==> src/tlru_pkg.sv <==
package tlru_pkg;

  localparam int unsigned FIELD_W = 20;

  typedef logic [1:0] action_t;

  localparam action_t ACT_LOOKUP = 2'd0;
  localparam action_t ACT_INSERT = 2'd1;
  localparam action_t ACT_INVAL  = 2'd2;

  typedef struct packed {
    action_t              action;
    logic [FIELD_W-1:0]   page;
    logic [FIELD_W-1:0]   frame;
  } tlru_req_t;

  typedef struct packed {
    logic                 found;
    logic [FIELD_W-1:0]   frame_out;
  } tlru_rsp_t;

  // Command broadcast to every entry cell in a cycle.
  typedef enum logic [3:0] {
    CELL_HOLD,
    CELL_MATCH_PAGE,
    CELL_MATCH_FRAME,
    CELL_MARK_FREE,
    CELL_MARK_OLDEST,
    CELL_MARK_VALID,
    CELL_PICK,
    CELL_TOUCH,
    CELL_REPLACE,
    CELL_PLACE,
    CELL_DROP,
    CELL_SHIFT_FILL,
    CELL_SHIFT_TAIL
  } cell_op_e;

endpackage

==> src/tlru_cell.sv <==
module tlru_cell import tlru_pkg::*; #(
  parameter int unsigned PAGE_BITS = 20,
  parameter int unsigned RANK_BITS = 4
) (
  input  logic                 clk_i,
  input  logic                 rst_ni,
  input  cell_op_e             op_i,
  input  logic [PAGE_BITS-1:0] page_i,
  input  logic [FIELD_W-1:0]   frame_i,
  input  logic [RANK_BITS-1:0] key_i,
  input  logic [RANK_BITS-1:0] new_rank_i,
  input  logic                 below_i,
  output logic                 below_o,
  input  logic                 above_i,
  output logic                 above_o,
  input  logic                 nb_valid_i,
  input  logic [PAGE_BITS-1:0] nb_page_i,
  input  logic [FIELD_W-1:0]   nb_frame_i,
  input  logic [RANK_BITS-1:0] nb_rank_i,
  output logic                 valid_o,
  output logic [PAGE_BITS-1:0] page_o,
  output logic [FIELD_W-1:0]   frame_o,
  output logic [RANK_BITS-1:0] rank_o,
  output logic [RANK_BITS-1:0] sel_rank_o,
  output logic [FIELD_W-1:0]   sel_frame_o
);

  logic                 valid_q, valid_d;
  logic [RANK_BITS-1:0] rank_q, rank_d;
  logic                 mark_q, mark_d;
  logic                 hit_q, hit_d;
  logic                 sel_q, sel_d;
  logic [PAGE_BITS-1:0] page_q, page_d;
  logic [FIELD_W-1:0]   frame_q, frame_d;
  logic [RANK_BITS-1:0] rank_adj;
  logic                 first;

  // Entries ranked above the broadcast key move down one place.
  assign rank_adj = (valid_q && (rank_q > key_i)) ? rank_q - RANK_BITS'(1) : rank_q;
  assign first    = mark_q & ~below_i;

  assign below_o     = below_i | mark_q;
  assign above_o     = above_i | hit_q;
  assign valid_o     = valid_q;
  assign page_o      = page_q;
  assign frame_o     = frame_q;
  assign rank_o      = rank_adj;
  assign sel_rank_o  = sel_q ? rank_q : '0;
  assign sel_frame_o = sel_q ? frame_q : '0;

  always_comb begin
    valid_d = valid_q;
    rank_d  = rank_q;
    mark_d  = mark_q;
    hit_d   = hit_q;
    sel_d   = sel_q;
    page_d  = page_q;
    frame_d = frame_q;
    case (op_i)
      CELL_MATCH_PAGE: begin
        mark_d = valid_q && (page_q == page_i);
        hit_d  = mark_d;
      end
      CELL_MATCH_FRAME: begin
        mark_d = valid_q && (frame_q == frame_i);
        hit_d  = mark_d;
      end
      CELL_MARK_FREE: begin
        mark_d = ~valid_q;
        hit_d  = 1'b0;
      end
      CELL_MARK_OLDEST: begin
        mark_d = valid_q && (rank_q == '0);
        hit_d  = 1'b0;
      end
      CELL_MARK_VALID: begin
        mark_d = valid_q;
        hit_d  = 1'b0;
      end
      CELL_PICK: begin
        sel_d = first;
      end
      CELL_TOUCH: begin
        rank_d = sel_q ? new_rank_i : rank_adj;
      end
      CELL_REPLACE: begin
        rank_d = sel_q ? new_rank_i : rank_adj;
        if (sel_q) begin
          page_d  = page_i;
          frame_d = frame_i;
        end
      end
      CELL_PLACE: begin
        if (sel_q) begin
          valid_d = 1'b1;
          page_d  = page_i;
          frame_d = frame_i;
          rank_d  = new_rank_i;
        end
      end
      CELL_DROP: begin
        if (sel_q) begin
          valid_d = 1'b0;
          rank_d  = '0;
          mark_d  = 1'b0;
        end else begin
          rank_d = rank_adj;
        end
      end
      CELL_SHIFT_FILL: begin
        // Only the top cell sees an empty neighbor when the table is full.
        if (nb_valid_i) begin
          valid_d = 1'b1;
          page_d  = nb_page_i;
          frame_d = nb_frame_i;
          rank_d  = nb_rank_i;
        end else begin
          valid_d = 1'b1;
          page_d  = page_i;
          frame_d = frame_i;
          rank_d  = new_rank_i;
        end
      end
      CELL_SHIFT_TAIL: begin
        if (!above_i) begin
          valid_d = nb_valid_i;
          page_d  = nb_page_i;
          frame_d = nb_frame_i;
          rank_d  = nb_rank_i;
        end
      end
      default: begin
      end
    endcase
  end

  always_ff @(posedge clk_i or negedge rst_ni) begin
    if (!rst_ni) begin
      valid_q <= 1'b0;
      rank_q  <= '0;
      mark_q  <= 1'b0;
      hit_q   <= 1'b0;
      sel_q   <= 1'b0;
    end else begin
      valid_q <= valid_d;
      rank_q  <= rank_d;
      mark_q  <= mark_d;
      hit_q   <= hit_d;
      sel_q   <= sel_d;
    end
  end

  always_ff @(posedge clk_i) begin
    page_q  <= page_d;
    frame_q <= frame_d;
  end

endmodule

==> src/tlb_fifo_lru_replacement_unit.sv <==
// Fully associative translation buffer with FIFO or LRU replacement.
// Input channel in_valid_i/in_ready_o carries one item: an action (lookup,
// insert, invalidate by frame), a page and a frame. Every item gives exactly
// one result item on out_valid_o/out_ready_i: found and frame_out.
// The write channel cfg_valid_i/cfg_ready_o sets the policy bit (0 FIFO,
// 1 LRU); it is always ready and is meant to be written while idle.
// The entries sit in a row of cells; commands are broadcast to the row and a
// shift moves each entry one cell down. One item is worked at a time.
// Steps for an item: match, pick and apply for lookup and insert; the unused
// action code goes from match straight to done. An invalidate repeats pick and
// apply once per removed entry, and in FIFO mode adds a compaction shift when
// it removed any. Each removal is a pick and an update of the cell row. The
// input reopens as the result becomes valid, so the block does not take a new
// item before the last one is finished.
// Reset empties the table and selects FIFO. When the receiver stalls, the
// finished result waits in the output register; the block still accepts one
// new item and holds its result back until the register is free.
module tlb_fifo_lru_replacement_unit import tlru_pkg::*; #(
  parameter int unsigned ENTRIES   = 16,
  parameter int unsigned PAGE_BITS = 20
) (
  input  logic      clk_i,
  input  logic      rst_ni,
  input  logic      in_valid_i,
  output logic      in_ready_o,
  input  tlru_req_t in_data_i,
  output logic      out_valid_o,
  input  logic      out_ready_i,
  output tlru_rsp_t out_data_o,
  input  logic      cfg_valid_i,
  output logic      cfg_ready_o,
  input  logic      cfg_data_i
);

  localparam int unsigned RW = $clog2(ENTRIES);
  localparam int unsigned CW = $clog2(ENTRIES + 1);

  typedef enum logic [5:0] {
    S_IDLE  = 6'b000001,
    S_MATCH = 6'b000010,
    S_PICK  = 6'b000100,
    S_APPLY = 6'b001000,
    S_SHIFT = 6'b010000,
    S_DONE  = 6'b100000
  } state_e;

  state_e               state_q, state_d;
  action_t              act_q;
  logic [PAGE_BITS-1:0] page_q;
  logic [FIELD_W-1:0]   frame_q;
  logic                 policy_q;
  logic [CW-1:0]        count_q, count_d;
  logic                 any_q;
  logic                 found_q, found_d;
  logic [FIELD_W-1:0]   res_frame_q, res_frame_d;
  logic                 out_valid_q;
  tlru_rsp_t            out_data_q;

  cell_op_e             cell_op;
  logic [RW-1:0]        key;
  logic [RW-1:0]        new_rank;
  logic                 full;
  logic                 in_fire;
  logic                 out_free;

  logic [ENTRIES-1:0]   below_w;
  logic [ENTRIES-1:0]   above_w;
  logic [ENTRIES-1:0]   valid_w;
  logic [PAGE_BITS-1:0] page_w      [ENTRIES];
  logic [FIELD_W-1:0]   frame_w     [ENTRIES];
  logic [RW-1:0]        rank_w      [ENTRIES];
  logic [RW-1:0]        sel_rank_w  [ENTRIES];
  logic [FIELD_W-1:0]   sel_frame_w [ENTRIES];
  logic [RW-1:0]        sel_rank;
  logic [FIELD_W-1:0]   sel_frame;

  assign in_ready_o  = (state_q == S_IDLE);
  assign in_fire     = in_valid_i && in_ready_o;
  assign out_valid_o = out_valid_q;
  assign out_data_o  = out_data_q;
  assign out_free    = !out_valid_q || out_ready_i;
  assign cfg_ready_o = 1'b1;
  assign full        = (count_q == CW'(ENTRIES));

  for (genvar k = 0; k < ENTRIES; k++) begin : g_cell
    logic                 below_in;
    logic                 above_in;
    logic                 nb_valid;
    logic [PAGE_BITS-1:0] nb_page;
    logic [FIELD_W-1:0]   nb_frame;
    logic [RW-1:0]        nb_rank;

    if (k == 0) begin : g_first
      assign below_in = 1'b0;
    end else begin : g_inner_below
      assign below_in = below_w[k-1];
    end

    if (k == ENTRIES - 1) begin : g_last
      assign above_in = 1'b0;
      assign nb_valid = 1'b0;
      assign nb_page  = '0;
      assign nb_frame = '0;
      assign nb_rank  = '0;
    end else begin : g_inner_above
      assign above_in = above_w[k+1];
      assign nb_valid = valid_w[k+1];
      assign nb_page  = page_w[k+1];
      assign nb_frame = frame_w[k+1];
      assign nb_rank  = rank_w[k+1];
    end

    tlru_cell #(
      .PAGE_BITS (PAGE_BITS),
      .RANK_BITS (RW)
    ) u_cell (
      .clk_i       (clk_i),
      .rst_ni      (rst_ni),
      .op_i        (cell_op),
      .page_i      (page_q),
      .frame_i     (frame_q),
      .key_i       (key),
      .new_rank_i  (new_rank),
      .below_i     (below_in),
      .below_o     (below_w[k]),
      .above_i     (above_in),
      .above_o     (above_w[k]),
      .nb_valid_i  (nb_valid),
      .nb_page_i   (nb_page),
      .nb_frame_i  (nb_frame),
      .nb_rank_i   (nb_rank),
      .valid_o     (valid_w[k]),
      .page_o      (page_w[k]),
      .frame_o     (frame_w[k]),
      .rank_o      (rank_w[k]),
      .sel_rank_o  (sel_rank_w[k]),
      .sel_frame_o (sel_frame_w[k])
    );
  end

  // At most one cell is selected, so an OR over the row gives its contents.
  always_comb begin
    sel_rank  = '0;
    sel_frame = '0;
    for (int unsigned i = 0; i < ENTRIES; i++) begin
      sel_rank  = sel_rank | sel_rank_w[i];
      sel_frame = sel_frame | sel_frame_w[i];
    end
  end

  always_comb begin
    cell_op     = CELL_HOLD;
    key         = sel_rank;
    new_rank    = RW'(count_q - CW'(1));
    state_d     = state_q;
    count_d     = count_q;
    found_d     = found_q;
    res_frame_d = res_frame_q;
    case (state_q)
      S_IDLE: begin
        if (in_fire) begin
          state_d     = S_MATCH;
          found_d     = 1'b0;
          res_frame_d = '0;
        end
      end
      S_MATCH: begin
        state_d = S_PICK;
        case (act_q)
          ACT_LOOKUP: cell_op = CELL_MATCH_PAGE;
          ACT_INSERT: begin
            if (!full) begin
              cell_op = CELL_MARK_FREE;
            end else if (policy_q) begin
              cell_op = CELL_MARK_OLDEST;
            end else begin
              cell_op = CELL_MARK_VALID;
            end
          end
          ACT_INVAL:  cell_op = CELL_MATCH_FRAME;
          default: begin
            state_d = S_DONE;
          end
        endcase
      end
      S_PICK: begin
        cell_op = CELL_PICK;
        state_d = S_APPLY;
      end
      S_APPLY: begin
        state_d = S_DONE;
        case (act_q)
          ACT_LOOKUP: begin
            if (any_q) begin
              cell_op     = CELL_TOUCH;
              found_d     = 1'b1;
              res_frame_d = sel_frame;
            end
          end
          ACT_INSERT: begin
            if (!full) begin
              cell_op  = CELL_PLACE;
              new_rank = RW'(count_q);
              count_d  = count_q + CW'(1);
            end else if (policy_q) begin
              cell_op = CELL_REPLACE;
            end else begin
              cell_op = CELL_SHIFT_FILL;
            end
          end
          ACT_INVAL: begin
            if (any_q) begin
              cell_op = CELL_DROP;
              count_d = count_q - CW'(1);
              found_d = 1'b1;
              state_d = S_PICK;
            end else if (found_q && !policy_q) begin
              state_d = S_SHIFT;
            end
          end
          default: begin
          end
        endcase
      end
      S_SHIFT: begin
        // Entries above the highest removed one move down unchanged in rank.
        cell_op = CELL_SHIFT_TAIL;
        key     = '1;
        state_d = S_DONE;
      end
      S_DONE: begin
        if (out_free) begin
          state_d = S_IDLE;
        end
      end
      default: begin
        state_d = S_IDLE;
      end
    endcase
  end

  always_ff @(posedge clk_i or negedge rst_ni) begin
    if (!rst_ni) begin
      state_q     <= S_IDLE;
      policy_q    <= 1'b0;
      count_q     <= '0;
      any_q       <= 1'b0;
      found_q     <= 1'b0;
      out_valid_q <= 1'b0;
    end else begin
      state_q <= state_d;
      count_q <= count_d;
      found_q <= found_d;
      if (cfg_valid_i && cfg_ready_o) begin
        policy_q <= cfg_data_i;
      end
      if (state_q == S_PICK) begin
        any_q <= below_w[ENTRIES-1];
      end
      if (state_q == S_DONE && out_free) begin
        out_valid_q <= 1'b1;
      end else if (out_ready_i) begin
        out_valid_q <= 1'b0;
      end
    end
  end

  always_ff @(posedge clk_i) begin
    res_frame_q <= res_frame_d;
    if (in_fire) begin
      act_q   <= in_data_i.action;
      page_q  <= PAGE_BITS'(in_data_i.page);
      frame_q <= in_data_i.frame;
    end
    if (state_q == S_DONE && out_free) begin
      out_data_q.found     <= found_q;
      out_data_q.frame_out <= res_frame_q;
    end
  end

endmodule

==> config.mk <==
export PLATFORM = sky130hd
export DESIGN_NAME = tlb_fifo_lru_replacement_unit
export DESIGN_NICKNAME = d
export VERILOG_FILES = /design/src/tlru_pkg.sv /design/src/tlru_cell.sv /design/src/tlb_fifo_lru_replacement_unit.sv
export SDC_FILE = /design/constraint.sdc
export NUM_CORES = 2
export LEC_CHECK = 0
export ABC_AREA = 1
export BUFFER_PORTS_ARGS = -buffer_cell sky130_fd_sc_hd__buf_2
export CORE_MARGIN = 5
export CORE_UTILIZATION = 35
export DETAILED_ROUTE_END_ITERATION = 10
export GPL_ROUTABILITY_DRIVEN = 0
export MAX_ROUTING_LAYER = met4
export PLACE_DENSITY = 0.5
export SLEW_MARGIN = 15
export SYNTH_ARGS = -nofsm -noshare
export SYNTH_HDL_FRONTEND = slang
export SYNTH_HIERARCHICAL = 1
export SYNTH_SLANG_ARGS = --single-unit
==> constraint.sdc <==
create_clock -name clk_i -period 15.01 [get_ports clk_i]
set_input_delay 3.002 -clock clk_i [delete_from_list [all_inputs] [get_ports clk_i]]
set_output_delay 3.002 -clock clk_i [all_outputs]
set_load 0.02 [all_outputs]
Yosys cells after proc, flatten, opt, wreduce, memory -nomap -nowiden
Index checks and enable logic that the tools add are counted.

Register bits after elaboration: 865. Input port bits: 48. Logic and storage cells: 946.

Add/sub/neg operators: 18. $lt $le $gt $ge: 16. Eq/ne operators: 123. Multiplexer cells: 393. Bitwise gates (word level): 105. Reductions and logical operators: 168.

Operators with widths (count): 20-bit two-way mux (111); 20-bit one-hot mux with 3 select lines (32); 20-bit equality test (32); 4-bit two-way mux (115); 4-bit one-hot mux with 5 select lines (16); 20-bit bitwise OR (15); 2-bit by 1-bit inequality test with 1-bit output (second input constant) (50); 1-bit one-hot mux with 6 select lines (16); 3-bit AND reduction (31); 4-bit AND reduction (18); 1-bit logical AND (67); 4-bit > comparator (16); 4-bit zero test (16); 1-bit one-hot mux with 4 select lines (16); 4-bit by 1-bit subtractor with 4-bit output (second input constant) (16); 4-bit bitwise OR (15); 1-bit two-way mux (53); 1-bit one-hot mux with 3 select lines (15); 2-bit inequality test (second input constant) (20); 20-bit one-hot mux with 2 select lines (1); 2-bit AND reduction (19); 6-bit two-way mux (6); 6-bit one-hot mux with 6 select lines (1); 1-bit NOT (31); 35 further kinds (95).

Longest topological paths before layout
Word-level depth: 22. Gate-level depth with buffers: 23. Depth with buffers taken out: 21.

By module
Netlist, hierarchy kept.

By module, submodules not included: tlru_cell (g_cell[13].u_cell ...) (times used 7, cells each 569, area each 3672.3 um^2); tlru_cell (g_cell[0].u_cell ...) (times used 4, cells each 532, area each 3510.9 um^2); tlru_cell (g_cell[6].u_cell ...) (times used 3, cells each 538, area each 3639.7 um^2); tlb_fifo_lru_replacement_unit (times used 1, cells each 542, area each 4853.4 um^2); tlru_cell (g_cell[5].u_cell) (times used 1, cells each 579, area each 3724.8 um^2); tlru_cell (g_cell[9].u_cell) (times used 1, cells each 544, area each 3530.9 um^2).

Worst setup path before layout
Ideal clock, no wire load.

Path kind: reg2reg. Start: register g_cell[15].u_cell.hit_q. End: register g_cell[0].u_cell.frame_q[0], enable pin. Library setup time: 0.451 ns. Arrival time: 6.557 ns. Required time: 14.559 ns. Path slack: 8.002 ns. Stages on the path, launching flop included: 17. Buffers on the path: 0. Period minus slack after synthesis: 7.008 ns. Path through: dfrtp_1 -> or2_2 -> or2_2 -> or2_2 -> or2_2 -> or2_2 -> or2_2 -> or2_2 -> or2_2 -> or2_2 -> or2_2 -> or2_2 -> or2_2 -> or2_2 -> or2_2 -> or2_2 -> a21oi_1.

Cells in the longest elaborated chain, start to end: 16.

RTL lines: from (decl) (RTL line tlru_cell.sv:31) `logic hit_q, hit_d;`; from (signal assigned) (RTL line tlru_cell.sv:148) `hit_q <= hit_d;`; 1-bit bitwise OR (RTL line tlru_cell.sv:43) `assign above_o = above_i | hit_q;`; via above_w[14] (RTL line tlb_fifo_lru_replacement_unit.sv:67) `logic [ENTRIES-1:0] above_w;`; 1-bit bitwise OR (RTL line tlru_cell.sv:43); via above_w[13] (RTL line tlb_fifo_lru_replacement_unit.sv:67); 1-bit bitwise OR (RTL line tlru_cell.sv:43); via above_w[12] (RTL line tlb_fifo_lru_replacement_unit.sv:67); 1-bit bitwise OR (RTL line tlru_cell.sv:43); via above_w[11] (RTL line tlb_fifo_lru_replacement_unit.sv:67); (+1 left out); via above_w[10] (RTL line tlb_fifo_lru_replacement_unit.sv:67); (+1 left out); via above_w[9] (RTL line tlb_fifo_lru_replacement_unit.sv:67); (+1 left out); via above_w[8] (RTL line tlb_fifo_lru_replacement_unit.sv:67); (+1 left out); via above_w[7] (RTL line tlb_fifo_lru_replacement_unit.sv:67); (+1 left out); via above_w[6] (RTL line tlb_fifo_lru_replacement_unit.sv:67); (+1 left out); via above_w[5] (RTL line tlb_fifo_lru_replacement_unit.sv:67); (+1 left out); via above_w[4] (RTL line tlb_fifo_lru_replacement_unit.sv:67); 1-bit bitwise OR (RTL line tlru_cell.sv:43); via above_w[3] (RTL line tlb_fifo_lru_replacement_unit.sv:67); 1-bit bitwise OR (RTL line tlru_cell.sv:43); via above_w[2] (RTL line tlb_fifo_lru_replacement_unit.sv:67); 1-bit bitwise OR (RTL line tlru_cell.sv:43); via above_w[1] (RTL line tlb_fifo_lru_replacement_unit.sv:67); 2-bit inequality test (no line); 3-bit AND reduction (no line); to (signal assigned) (RTL line tlru_cell.sv:155) `frame_q <= frame_d;`; to (decl) (RTL line tlru_cell.sv:34) `logic [FIELD_W-1:0] frame_q, frame_d;`.

The timed path passes the listed nets, and every way through them passes these cells. A chain may end at the register's enable or synchronous reset.

Worst setup path in the final report
Start: register g_cell[15].u_cell.hit_q. End: register g_cell[0].u_cell.page_q[19], enable pin.

Cells in the longest elaborated chain, start to end: 16.

RTL lines: 1-bit bitwise OR (RTL line tlru_cell.sv:43); via above_w[14] (RTL line tlb_fifo_lru_replacement_unit.sv:67); 1-bit bitwise OR (RTL line tlru_cell.sv:43); via above_w[13] (RTL line tlb_fifo_lru_replacement_unit.sv:67); 1-bit bitwise OR (RTL line tlru_cell.sv:43); via above_w[12] (RTL line tlb_fifo_lru_replacement_unit.sv:67); 1-bit bitwise OR (RTL line tlru_cell.sv:43); via above_w[11] (RTL line tlb_fifo_lru_replacement_unit.sv:67); (+1 left out); via above_w[10] (RTL line tlb_fifo_lru_replacement_unit.sv:67); (+1 left out); via above_w[9] (RTL line tlb_fifo_lru_replacement_unit.sv:67); (+1 left out); via above_w[8] (RTL line tlb_fifo_lru_replacement_unit.sv:67); (+1 left out); via above_w[7] (RTL line tlb_fifo_lru_replacement_unit.sv:67); (+1 left out); via above_w[6] (RTL line tlb_fifo_lru_replacement_unit.sv:67); (+1 left out); via above_w[5] (RTL line tlb_fifo_lru_replacement_unit.sv:67); (+1 left out); via above_w[4] (RTL line tlb_fifo_lru_replacement_unit.sv:67); 1-bit bitwise OR (RTL line tlru_cell.sv:43); via above_w[3] (RTL line tlb_fifo_lru_replacement_unit.sv:67); 1-bit bitwise OR (RTL line tlru_cell.sv:43); via above_w[2] (RTL line tlb_fifo_lru_replacement_unit.sv:67); 1-bit bitwise OR (RTL line tlru_cell.sv:43); via above_w[1] (RTL line tlb_fifo_lru_replacement_unit.sv:67); 2-bit inequality test (no line); 3-bit AND reduction (no line); to (signal assigned) (RTL line tlru_cell.sv:154) `page_q <= page_d;`; to (decl) (RTL line tlru_cell.sv:33) `logic [PAGE_BITS-1:0] page_q, page_d;`.

The timed path passes the listed nets, and every way through them passes these cells.

==> summary.md <==
| Metric | Value |
|---|---|
| Outcome | `complete, no violations` |
| Worst-Skew Late Latency | `roughly 0.77 ns` |
| Max-slew headroom | `0.237` |
| CTS Buffer Depth | `3` |
| RSZ-0062 raised after global routing | `false` |
| First-pass GRT wire length | `~330000 um` |
| Grt ovf | `0` |
| Hold Buf Count CTS | `0` |
| Final Non-Filler Cells | `approximately 12000` |
| Num Clock Sinks | `around 870` |
| Least-Margin Pin Slew | `roughly 1.1 ns` |
| CP Capture Type | `register` |
| Inserted Clock Buffers | `roughly 110` |
| PortBufs | `70` |
| Kind of critical path | `reg -> reg` |
| Diodes inserted | `0` |
| Pins Over Slew Limit | `0` |
| Util after Layout | `0.391` |
| CP Max Fanout | `40` |
| Drt first pass iters | `8` |
| Synth warn | `6` |
| Tcrit/Tclk final | `0.411` |
| Most frequent cells in the layout | `nand2_1 (3389), inv_1 (1689), nor2_1 (1185)` |
| Most common cell after layout, fill and taps aside | `nand2_1` |
| Hold Path Class | `reg -> reg` |
| Vias in the first global route | `~56000` |
| Die H | `roughly 430 um` |
| Die footprint | `between 150000 and 200000 um2` |
| Drt total wl | `about 210000 um` |
| Crit path time final | `about 6.2 ns` |
| Largest net degree at the start of global routing | `75` |
| DRC viols | `0` |
| Die Width | `about 430 um` |
| Crit path DAT | `roughly 6.5 ns` |
| P&R area growth vs syn | `11.2%` |
| Post-DP HPWL | `between 150000 and 200000 um` |
| CORE AREA | `about 180000 um2` |
| F_max | `about 0.16 GHz` |
| Clk pin slew, worst setup/hold paths | `0.06 ns` |
| Layout cells sized above 1 | `0.0621` |
| Antenna violations before repair | `1` |
| Nets | `slightly below 10000` |
| Starting DRC count in detailed routing | `approximately 4400` |
| Average size of a mapped cell | `approximately 6.7 um2` |
| Initial Util | `0.352` |
| Peak supply drop | `approximately 0.14 mV` |
| Worst Path Required | `between 15 and 20 ns` |
| Cell count after placement | `about 12000` |
| DR vias/cell | `approximately 4.8` |
| Cells after Synth | `9384` |
| Drt wl/cell | `17.8 um` |
| Hold Violations, Final | `0` |
| Clock Skews | `between 0.05 and 0.06 ns` |
| Critical Path Start Type | `register` |
| Power Density | `145 nW/um2` |
| Max cap viols | `0` |
| Leak | `34.7 nW` |
| Final setup viols | `0` |
| Resized cells post-CTS | `0` |
| CTS H-tree depth | `3` |
| Root Driver | `clkbuf_16` |
| CTS tree | `built` |
| GRT Total Usage | `0.229` |
| I/O pin count | `72` |
| Cell area after synthesis | `~63000 um2` |
| Setup Buffers After CTS | `0` |
| Row count | `approximately 160` |
| DR vias | `between 50000 and 60000` |
| Total negative slack | `0 ns` |
| Final antenna-violating net count | `0` |
[critical path, stage by stage, from the launching register on]
cell	delay (ns)
dfrtp_1	0.37
or2_2	0.30
or2_2	0.30
or2_2	0.33
or2_2	0.33
or2_2	0.33
or2_2	0.34
or2_2	0.33
or2_2	0.30
or2_2	0.31
or2_2	0.33
or2_2	0.33
or2_2	0.30
or2_2	0.31
or2_2	0.30
or2_2	0.32
a21oi_4	0.13
buf_4	0.48
[per-stage QoR]
step | power (mW) | worst slack, ns | instance area, um2 | hold WS (ns)
6_report | 10.1 | 8.85 | 69700 | 0.420
5_1_grt | 10.9 | 8.66 | 69700 | 0.431
4_1_cts | 10.2 | 8.81 | 69700 | 0.420
3_5_place_dp | 7.43 | 8.83 | 66200 | 0.405
3_3_place_gp | 7.35 | 8.81 | 66200 | 0.405
2_1_floorplan | 6.03 | 8.01 | 62900 | 0.400
[sequential cells by signal, indices dropped and copies added (netlist names)]
name                   count
state_q                    6
out_valid_o                1
any_q                      1
policy_q                   1
g_cell.u_cell/mark_q      16
page_q                    20
g_cell.u_cell/rank_q      64
found_q                    1
g_cell.u_cell/page_o     320
frame_q                   20
g_cell.u_cell/hit_q       15
g_cell.u_cell/frame_o    320
g_cell.u_cell/valid_o     16
act_q                      2
out_data_o                21
count_q                    5
g_cell.u_cell/sel_q       16
res_frame_q               20
[power breakdown]
part	switching, mW	internal [mW]
clock network	1.12	1.56
registers	0.250	2.94
logic	2.92	1.30
[metal layers]
layer / share of wire / track usage / vias to the layer above
li1: - / - / 29500
met1: 0.42 / 0.275 / 26400
met2: 0.49 / 0.394 / 1385
met3: 0.041 / 0.0209 / 378
met4: 0.050 / 0.102 / 0
met5: 0 / - / -
[layout make-up]
class | count | area (um2)
Sequential cell | 865 | 25300
Fill cell | 19100 | 109000
Multi-Input combinational cell | 6640 | 30300
Tap cell | 2355 | 2950
Clock inverter | 60 | 682
Inverter | 1737 | 6520
Clock buffer | 137 | 2890
Timing Repair Buffer | 177 | 1160
[path summary, 6_finish.rpt]
path / from / to / slack (ns) / cells past startpoint
min: res_frame_q[16] / out_data_o[16] / 0.42 / 0
max reg2reg: g_cell[15].u_cell/hit_q / g_cell[0].u_cell/page_o[19] / 8.85 / 17
max: g_cell[15].u_cell/hit_q / g_cell[0].u_cell/page_o[19] / 8.85 / 17
max in group asynchronous: rst_ni / g_cell[1].u_cell/hit_q / 10.95 / 3
min reg2reg: res_frame_q[16] / out_data_o[16] / 0.42 / 0
min in group asynchronous: rst_ni / out_valid_o / 2.18 / 1
No activity file was read; power rests on OpenSTA's default activity.
